--- src/hdl/assert_macros.svh ---
// assertion macros for the interval table, empty when synthesising
`ifndef ASSERT_MACROS_SVH
`define ASSERT_MACROS_SVH

`ifndef SYNTHESIS

// same-cycle implication
`define SIT_ASSERT_IMP(lbl, clk, rst_n, ante, cons) \
	lbl: assert property (@(posedge clk) disable iff (!rst_n) (ante) |-> (cons)) \
		else $error("interval table assertion failed");

// next-cycle implication
`define SIT_ASSERT_NXT(lbl, clk, rst_n, ante, cons) \
	lbl: assert property (@(posedge clk) disable iff (!rst_n) (ante) |=> (cons)) \
		else $error("interval table assertion failed");

`else

`define SIT_ASSERT_IMP(lbl, clk, rst_n, ante, cons)
`define SIT_ASSERT_NXT(lbl, clk, rst_n, ante, cons)

`endif

`endif

--- src/hdl/sit_pkg.sv ---
package sit_pkg;

	localparam int CAPACITY = 32;
	localparam int IDX_W    = $clog2(CAPACITY);
	localparam int CNT_W    = $clog2(CAPACITY + 1);
	localparam int CMP_W    = CNT_W + 1;

	localparam int TIME_W     = 11;
	localparam int ROOM_W     = 8;
	localparam int KIND_W     = 2;
	localparam int STATUS_W   = 3;
	localparam int OUT_IDX_W  = 5;
	localparam int CFG_W      = 11;
	localparam int CFG_ADDR_W = 1;

	localparam int ENTRY_W   = 2 * TIME_W + ROOM_W;
	localparam int RES_W     = STATUS_W + OUT_IDX_W + TIME_W + ROOM_W;
	localparam int S_TDATA_W = ((ENTRY_W + 7) / 8) * 8;
	localparam int M_TDATA_W = ((RES_W + 7) / 8) * 8;

	localparam logic [TIME_W-1:0] DAY_BEGIN_RST = TIME_W'(0);
	localparam logic [TIME_W-1:0] DAY_END_RST   = TIME_W'(1440);

	localparam logic [CFG_ADDR_W-1:0] REG_DAY_BEGIN = CFG_ADDR_W'(0);
	localparam logic [CFG_ADDR_W-1:0] REG_DAY_END   = CFG_ADDR_W'(1);

	typedef enum logic [KIND_W-1:0] {
		KIND_INSERT = 2'd0,
		KIND_REMOVE = 2'd1,
		KIND_FIND   = 2'd2
	} kind_t;

	typedef enum logic [STATUS_W-1:0] {
		STAT_OK       = 3'd0,
		STAT_RANGE    = 3'd1,
		STAT_FULL     = 3'd2,
		STAT_EMPTY    = 3'd3,
		STAT_NOTFOUND = 3'd4
	} status_t;

	// begin in the low bits, then end, then room
	typedef struct packed {
		logic [ROOM_W-1:0] room;
		logic [TIME_W-1:0] fin;
		logic [TIME_W-1:0] bgn;
	} entry_t;

	// status in the low bits, then index, end, room
	typedef struct packed {
		logic [ROOM_W-1:0]    room;
		logic [TIME_W-1:0]    fin;
		logic [OUT_IDX_W-1:0] idx;
		status_t              status;
	} result_t;

endpackage

--- src/hdl/sorted_interval_table.sv ---
// insert: moves up each entry with a greater begin (at most CAPACITY - 1), then writes the new one
// find: binary search on begin, a ram read then a compare per probe; a rejected item
// goes straight to the result
// remove: the same search, then each entry above the hit is moved down
// throughput: one item at a time, set by the single read and write port of the entry ram
// reset: arst_n clears the entry count, day bounds (0, 1440) and the output valid
`include "assert_macros.svh"

module sorted_interval_table
	import sit_pkg::*;
(
	input  logic                  clk,
	input  logic                  arst_n,
	input  logic                  cfg_we,
	input  logic [CFG_ADDR_W-1:0] cfg_addr,
	input  logic [CFG_W-1:0]      cfg_wdata,
	input  logic                  s_tvalid,
	output logic                  s_tready,
	input  logic [S_TDATA_W-1:0]  s_tdata,   // begin_time, end_time, room
	input  logic [KIND_W-1:0]     s_tuser,   // kind
	output logic                  m_tvalid,
	input  logic                  m_tready,
	output logic [M_TDATA_W-1:0]  m_tdata    // status, entry_index, found_end, found_room
);

	typedef enum logic [2:0] {
		S_IDLE,
		S_INS_SHIFT,
		S_INS_PUT,
		S_SRCH,
		S_SRCH_CMP,
		S_DEL_SHIFT,
		S_DONE
	} state_t;

	state_t            state_q;
	logic [TIME_W-1:0] day_begin_q;
	logic [TIME_W-1:0] day_end_q;
	logic [CNT_W-1:0]  cnt_q;
	kind_t             kind_q;
	entry_t            new_q;
	logic [IDX_W-1:0]  pos_q;
	logic [CNT_W-1:0]  lo_q;
	logic [CNT_W-1:0]  hix_q;    // one past the upper search bound
	logic [IDX_W-1:0]  mid_q;
	result_t           res_q;
	result_t           out_q;
	logic              out_valid_q;

	logic             ram_we;
	logic [IDX_W-1:0] ram_waddr;
	logic [IDX_W-1:0] ram_raddr;
	entry_t           ram_wdata;
	logic [ENTRY_W-1:0] ram_rdata;
	entry_t           rd_e;

	entry_t           in_e;
	logic             accept;
	logic             bad_ins;
	logic             full;
	logic             ins_more;
	logic             srch_open;
	logic [CNT_W-1:0] half;
	logic [IDX_W-1:0] mid_idx;
	logic             out_free;

	assign in_e      = entry_t'(s_tdata[ENTRY_W-1:0]);
	assign rd_e      = entry_t'(ram_rdata);
	assign s_tready  = (state_q == S_IDLE);
	assign accept    = s_tvalid && s_tready;
	assign bad_ins   = (in_e.bgn < day_begin_q) || (in_e.fin > day_end_q)
		|| (in_e.bgn >= in_e.fin);
	assign full      = (cnt_q == CNT_W'(CAPACITY));
	assign ins_more  = (rd_e.bgn > new_q.bgn);
	assign srch_open = (lo_q < hix_q);
	assign half      = CNT_W'(hix_q - lo_q - CNT_W'(1)) >> 1;
	assign mid_idx   = IDX_W'(lo_q + half);
	assign out_free  = !out_valid_q || m_tready;

	assign m_tvalid = out_valid_q;
	assign m_tdata  = M_TDATA_W'(out_q);

	sit_ram #(
		.WIDTH(ENTRY_W),
		.DEPTH(CAPACITY)
	) u_entries (
		.clk  (clk),
		.we   (ram_we),
		.waddr(ram_waddr),
		.wdata(ram_wdata),
		.raddr(ram_raddr),
		.rdata(ram_rdata)
	);

	// shifts write one slot while reading two slots away, so no address overlap
	always_comb begin
		ram_we    = 1'b0;
		ram_waddr = pos_q;
		ram_wdata = rd_e;
		ram_raddr = mid_idx;
		unique case (state_q)
			S_IDLE: begin
				ram_raddr = IDX_W'(cnt_q - CNT_W'(1));
			end
			S_INS_SHIFT: begin
				ram_we    = 1'b1;
				ram_raddr = pos_q - IDX_W'(2);
				if (!ins_more) begin
					ram_wdata = new_q;
				end
			end
			S_INS_PUT: begin
				ram_we    = 1'b1;
				ram_wdata = new_q;
			end
			S_SRCH: begin
				ram_raddr = mid_idx;
			end
			S_SRCH_CMP: begin
				ram_raddr = mid_q + IDX_W'(1);
			end
			S_DEL_SHIFT: begin
				ram_we    = 1'b1;
				ram_raddr = pos_q + IDX_W'(2);
			end
			S_DONE: begin
				ram_raddr = mid_idx;
			end
			default: begin
				ram_we = 1'b0;
			end
		endcase
	end

	always_ff @(posedge clk or negedge arst_n) begin
		if (!arst_n) begin
			state_q     <= S_IDLE;
			day_begin_q <= DAY_BEGIN_RST;
			day_end_q   <= DAY_END_RST;
			cnt_q       <= '0;
			out_valid_q <= 1'b0;
		end else begin
			if (cfg_we) begin
				unique case (cfg_addr)
					REG_DAY_BEGIN: day_begin_q <= cfg_wdata;
					REG_DAY_END:   day_end_q   <= cfg_wdata;
					default:       day_end_q   <= day_end_q;
				endcase
			end

			if ((state_q == S_DONE) && out_free) begin
				out_valid_q <= 1'b1;
			end else if (m_tready) begin
				out_valid_q <= 1'b0;
			end

			unique case (state_q)
				S_IDLE: begin
					if (accept) begin
						new_q  <= in_e;
						kind_q <= kind_t'(s_tuser);
						res_q  <= '0;
						lo_q   <= '0;
						hix_q  <= cnt_q;
						case (kind_t'(s_tuser))
							KIND_INSERT: begin
								if (bad_ins) begin
									res_q.status <= STAT_RANGE;
									state_q      <= S_DONE;
								end else if (full) begin
									res_q.status <= STAT_FULL;
									state_q      <= S_DONE;
								end else if (cnt_q == '0) begin
									pos_q   <= '0;
									state_q <= S_INS_PUT;
								end else begin
									pos_q   <= IDX_W'(cnt_q);
									state_q <= S_INS_SHIFT;
								end
							end
							KIND_REMOVE: begin
								if (cnt_q == '0) begin
									res_q.status <= STAT_EMPTY;
									state_q      <= S_DONE;
								end else begin
									state_q <= S_SRCH;
								end
							end
							KIND_FIND: begin
								state_q <= S_SRCH;
							end
							default: begin
								res_q.status <= STAT_RANGE;
								state_q      <= S_DONE;
							end
						endcase
					end
				end
				S_INS_SHIFT: begin
					// read data is the entry just below pos_q
					if (ins_more) begin
						pos_q <= pos_q - IDX_W'(1);
						if (pos_q == IDX_W'(1)) begin
							state_q <= S_INS_PUT;
						end
					end else begin
						cnt_q   <= cnt_q + CNT_W'(1);
						state_q <= S_DONE;
					end
				end
				S_INS_PUT: begin
					cnt_q   <= cnt_q + CNT_W'(1);
					state_q <= S_DONE;
				end
				S_SRCH: begin
					if (srch_open) begin
						mid_q   <= mid_idx;
						state_q <= S_SRCH_CMP;
					end else begin
						res_q.status <= STAT_NOTFOUND;
						state_q      <= S_DONE;
					end
				end
				S_SRCH_CMP: begin
					if (rd_e.bgn == new_q.bgn) begin
						if (kind_q == KIND_FIND) begin
							res_q.idx  <= OUT_IDX_W'(mid_q);
							res_q.fin  <= rd_e.fin;
							res_q.room <= rd_e.room;
							state_q    <= S_DONE;
						end else begin
							pos_q <= mid_q;
							if ((CMP_W'(mid_q) + CMP_W'(1)) < CMP_W'(cnt_q)) begin
								state_q <= S_DEL_SHIFT;
							end else begin
								cnt_q   <= cnt_q - CNT_W'(1);
								state_q <= S_DONE;
							end
						end
					end else if (new_q.bgn > rd_e.bgn) begin
						lo_q    <= CNT_W'(CMP_W'(mid_q) + CMP_W'(1));
						state_q <= S_SRCH;
					end else begin
						hix_q   <= CNT_W'(mid_q);
						state_q <= S_SRCH;
					end
				end
				S_DEL_SHIFT: begin
					pos_q <= pos_q + IDX_W'(1);
					if (!((CMP_W'(pos_q) + CMP_W'(2)) < CMP_W'(cnt_q))) begin
						cnt_q   <= cnt_q - CNT_W'(1);
						state_q <= S_DONE;
					end
				end
				S_DONE: begin
					if (out_free) begin
						out_q   <= res_q;
						state_q <= S_IDLE;
					end
				end
				default: begin
					state_q <= S_IDLE;
				end
			endcase
		end
	end

	`SIT_ASSERT_IMP(a_cnt_bound, clk, arst_n, 1'b1, cnt_q <= CNT_W'(CAPACITY))
	`SIT_ASSERT_NXT(a_one_item, clk, arst_n, s_tvalid && s_tready, !s_tready)
	`SIT_ASSERT_IMP(a_wr_busy, clk, arst_n, ram_we, (state_q == S_INS_SHIFT) || (state_q == S_INS_PUT) || (state_q == S_DEL_SHIFT))
	`SIT_ASSERT_IMP(a_cnt_step, clk, arst_n, !$stable(cnt_q), (cnt_q == CNT_W'($past(cnt_q) + 1'b1)) || (cnt_q == CNT_W'($past(cnt_q) - 1'b1)))

endmodule

--- src/hdl/sit_ram.sv ---
module sit_ram #(
	parameter int WIDTH = 8,
	parameter int DEPTH = 32
) (
	input  logic                     clk,
	input  logic                     we,
	input  logic [$clog2(DEPTH)-1:0] waddr,
	input  logic [WIDTH-1:0]         wdata,
	input  logic [$clog2(DEPTH)-1:0] raddr,
	output logic [WIDTH-1:0]         rdata
);

	logic [WIDTH-1:0] mem [DEPTH];

	always_ff @(posedge clk) begin
		if (we) begin
			mem[waddr] <= wdata;
		end
		rdata <= mem[raddr];
	end

endmodule

--- config.mk ---
export PLATFORM = sky130hd
export DESIGN_NAME = sorted_interval_table
export DESIGN_NICKNAME = d
export VERILOG_FILES = /design/src/hdl/sit_pkg.sv /design/src/hdl/sorted_interval_table.sv /design/src/hdl/sit_ram.sv
export VERILOG_INCLUDE_DIRS = /design/src /design/src/hdl
export SDC_FILE = /design/constraint.sdc
export NUM_CORES = 1
export LEC_CHECK = 0
export ABC_AREA = 1
export BUFFER_PORTS_ARGS = -buffer_cell sky130_fd_sc_hd__buf_4
export CAP_MARGIN = 20
export CORE_MARGIN = 3
export CORE_UTILIZATION = 45
export CTS_BUF_LIST = sky130_fd_sc_hd__clkbuf_8
export CTS_CLUSTER_DIAMETER = 50
export DETAILED_ROUTE_END_ITERATION = 10
export PLACE_DENSITY = 0.62
export SKIP_LAST_GASP = 1
export SLEW_MARGIN = 40
export SYNTH_ARGS = -nofsm -noshare
export SYNTH_HDL_FRONTEND = slang
export SYNTH_SLANG_ARGS = --single-unit
--- constraint.sdc ---
create_clock -name clk -period 3.9 [get_ports clk]
set_input_delay 0.39 -clock clk [delete_from_list [all_inputs] [get_ports clk]]
set_output_delay 0.39 -clock clk [all_outputs]
set_load 0.02 [all_outputs]
==> results by group <==
Setup path
  – Most common cell on crit path: sky130_fd_sc_hd__nand2_1
  – Launching element type of the critical path: flip-flop
  – Cells along the critical path: inv_1 > ha_1 > nand2_1 > o21ai_0 > xnor2_1 > inv_1 > ha_1 > inv_1 > nor2_1 > o21ai_0 > nand2_4 > inv_6 > buf_12 > nand3_1 > nand3_1 > nand2_1 > nand2_1 > nand2_1
  – Reg-to-reg startpoint: lo_q[1]
  – CP required: 4.62 ns
  – Worst Path Arrival: 4.29 ns
  – Worst reg2reg path depth: 18
  – CP Capture Type: flip-flop
  – Largest stage delay, worst path: 0.42 ns
  – Endpoint of the most critical register-to-register path: u_entries.rdata[6]
  – Logic depth of the worst path, buffers included: 18
  – Highest-delay cell along the critical path: sky130_fd_sc_hd__edfxtp_1
  – Slack of the worst reg-to-reg path: 0.33 ns
  – Critical path origin: lo_q[1]
  – Largest fanout of any net on the critical path: 27
  – Kind of cell adding the most delay to the critical path: simple AND/OR/NAND/NOR gates
  – Number of buffers and inverters on the critical path: 5
  – Critical path type: flip-flop to flip-flop

Routing
  – Final routed wire length divided by cell count: 20.7 microns
  – DRC errors left: 0
  – Post-Route WL: 135 mm
  – Final ANT Viol Nets: 0
  – Iteration-0 DRC Markers: 3240
  – Vias/cell: 5.37
  – Routed via count: 35100
  – Number of detailed-routing iterations run before antenna repair: 6

Cells and area
  – Fill cell instance count of the final layout: 9905
  – NumNets Final: 5035
  – Area growth syn-to-layout: 13.6%
  – Share of post-route cells with drive strength above 1: 10.2%

STA
  – Highest clock frequency the design can meet: 280 MHz
  – Unrepaired setup endpoints after global routing: no
  – Total negative setup slack: 0 ns
  – Final hold violations: 0
  – Slew margin rel.: 42.0%
  – Share of the cycle needed by the critical path after routing: 91.5%
  – Number of max-slew violations in the final report: 0
  – Largest clock skew in the final design: 0.0355 ns
  – WHS: 0.235 ns
  – Final worst path period need: 3.57 ns
  – Total of endpoints with negative setup slack in the final report: 0
  – Least-Margin Pin Slew: 0.867 ns

Floorplan
  – Die height: 343 microns
  – Width of the chip: 343 microns
  – Top Ports: 85
  – DIE AREA: 0.118 sq mm
  – Total number of placement rows: 123
  – Starting utilization of the core area: 45.4%
  – Standard cell core area: 0.113 sq mm

Place
  – Detailed placement HPWL: 74.2 mm
  – Placer congestion estimate: 0.857
  – Port bufs: 77

Synth
  – Mean instance size in the synthesized netlist: 10.8 sq um
  – Cell area after synthesis: 0.0512 sq mm
  – Gate count of the mapped netlist: 4736
  – Post-synth EDFFs: 1068
  – Async set-reset flop share out of synthesis: 2.83%
  – Yosys warnings: 0
  – Distinct cell type count after synthesis: 44
  – Primary FF master, synth: sky130_fd_sc_hd__edfxtp_1
  – Share of the yosys chip area belonging to registers: 65.3%
  – Number of synthesized register bits: 1130

Global routing
  – Largest net degree at the start of global routing: 140
  – Vias in the first global route: 34000
  – Global Route Usage Sum: 22.8%
  – Initial antenna violation count: 1
  – Total global routing overflow: 0
  – First-pass GRT wire length: 204 mm

Min path
  – Hold path start: cfg_we
  – Worst Hold Path EP: day_end_q[8]
  – Worst hold path stage count: 4
  – Worst hold-check path type: input port to flip-flop

Flow run
  – Max-cap violation count: 0

Clock tree
  – CTS root buf: sky130_fd_sc_hd__clkbuf_8
  – Clock Sinks: 1130
  – Source-to-sink clock delay at the later pin of the worst-skew pair: 0.84 ns
  – CTS max path bufs: 3
  – Number of clock buffers inserted by TritonCTS: 180
  – Total number of H-tree levels: 4
  – Clock-pin slew on the worst setup and hold paths: 0.07 ns
  – TritonCTS clock tree: built
  – Total setup buffers inserted after CTS: 0

Status
  – Outcome: finished clean
[sequential cells by signal, indices dropped and copies added, names as in the netlist]
name and cells:
day_end_q 11, state_q 3, new_q 30, kind_q 2
day_begin_q 11, cnt_q 6, u_entries.rdata 30, pos_q 5
u_entries.mem 960, m_tdata 27, mid_q 5, m_tvalid 1
lo_q 6, res_q 27, hix_q 6
[placed cells by master, fill, tap and decap left out, drive strengths merged, types with 5 or more instances in the layout]
master       Yosys  routed
a31oi           29      29
nor2           123     123
dfrtp           28      28
a21oi           74      74
dfxtp           30      30
nor3            11      11
nand3          941     941
clkbuf         116     187
clkinv           1      50
edfxtp        1068    1068
nand4            8       8
conb             1       5
nand2          823     823
buf            168     212
xor2            14      14
dlygate4sd3      0      48
inv            746     830
ha              83      83
o21ai           47      47
nand3b         392     392
[kinds of logic after synthesis]
| group | share of synthesized area (%) |
|---|---|
| AO/OA/AOI/OAI | 1.85 |
| XOR/XNOR | 0.308 |
| adder cells (fa/ha/maj) | 2.14 |
| buffers and inverters | 8.16 |
| flip-flops | 65.3 |
| other | 0.00732 |
| AND/OR/NAND/NOR | 22.2 |
[worst reg2reg max path, stage by stage (launching register included)]
cell and delay, ns:
sky130_fd_sc_hd__edfxtp_1 0.42, sky130_fd_sc_hd__inv_1 0.11, sky130_fd_sc_hd__ha_1 0.31, sky130_fd_sc_hd__nand2_1 0.05
sky130_fd_sc_hd__o21ai_0 0.29, sky130_fd_sc_hd__xnor2_1 0.16, sky130_fd_sc_hd__inv_1 0.05, sky130_fd_sc_hd__ha_1 0.28
sky130_fd_sc_hd__inv_1 0.07, sky130_fd_sc_hd__nor2_1 0.06, sky130_fd_sc_hd__o21ai_0 0.36, sky130_fd_sc_hd__nand2_4 0.19
sky130_fd_sc_hd__inv_6 0.27, sky130_fd_sc_hd__buf_12 0.27, sky130_fd_sc_hd__nand3_1 0.13, sky130_fd_sc_hd__nand3_1 0.09
sky130_fd_sc_hd__nand2_1 0.18, sky130_fd_sc_hd__nand2_1 0.11, sky130_fd_sc_hd__nand2_1 0.05
[cells in the mapped netlist (30+ instances only)]
cell type                  count  area, sq um
sky130_fd_sc_hd__clkbuf_1    116          435
sky130_fd_sc_hd__nand2_1     820         3080
sky130_fd_sc_hd__ha_1         83         1040
sky130_fd_sc_hd__dfxtp_1      30          601
sky130_fd_sc_hd__edfxtp_1   1068        32100
sky130_fd_sc_hd__o21ai_0      45          225
sky130_fd_sc_hd__a21oi_1      74          370
sky130_fd_sc_hd__inv_1       741         2780
sky130_fd_sc_hd__nor2_1      121          454
sky130_fd_sc_hd__nand3b_1    392         2940
sky130_fd_sc_hd__nand3_1     940         4700
sky130_fd_sc_hd__buf_2       127          636
[routing by layer]
layer	wire length, microns	share of wire [%]	global-route usage (%)	vias to the layer above
met1	56800	42	30.5	17200
met3	8550	6.3	3.19	294
met4	4830	3.6	9.40	0
met2	65200	48	37.5	1247
met5	0	0	0	-
li1	-	-	-	16400
[area by class of cell]
class | instances | area (sq um) | area share, %
multi-input combinational | 2579 | 14100 | 24.2
tap | 1500 | 1880 | 3.22
antenna | 2 | 5.00 | 0.00860
timing repair buffer | 260 | 2650 | 4.55
clock buffer | 187 | 2570 | 4.42
inverter | 747 | 2820 | 4.84
sequential | 1130 | 33500 | 57.5
clock inverter | 141 | 746 | 1.28
[worst max path at each step]
stage                               to  slack (ns)
CTS                 u_entries.rdata[6]        0.32
floorplan                    kind_q[0]        0.33
global route        u_entries.rdata[4]        0.07
detailed placement  u_entries.rdata[6]        0.36
finish              u_entries.rdata[6]        0.33
global placement    u_entries.rdata[6]        0.36
[through the flow]
stage                     setup WS (ns)  cells  cell area (sq um)  utilization (%)
after detailed placement          0.363   6168              54400             48.2
after global routing             0.0671   6546              58200             51.6
after CTS                         0.319   6544              58200             51.6
final                             0.330   6546              58200             51.6
after global placement            0.363   6168              54400             48.2
after floorplan                   0.332   4740              51200                -
[timing repair]
action                                  CTS  global route
endpoints found under the hold margin    90             0
hold buffers                             48             0
resized for setup                         0             0
endpoints found under the setup margin    0             0
Power is left out: the tool's default activity adds up to more than one toggle a clock period on the data nets, which glitch-free logic cannot reach.
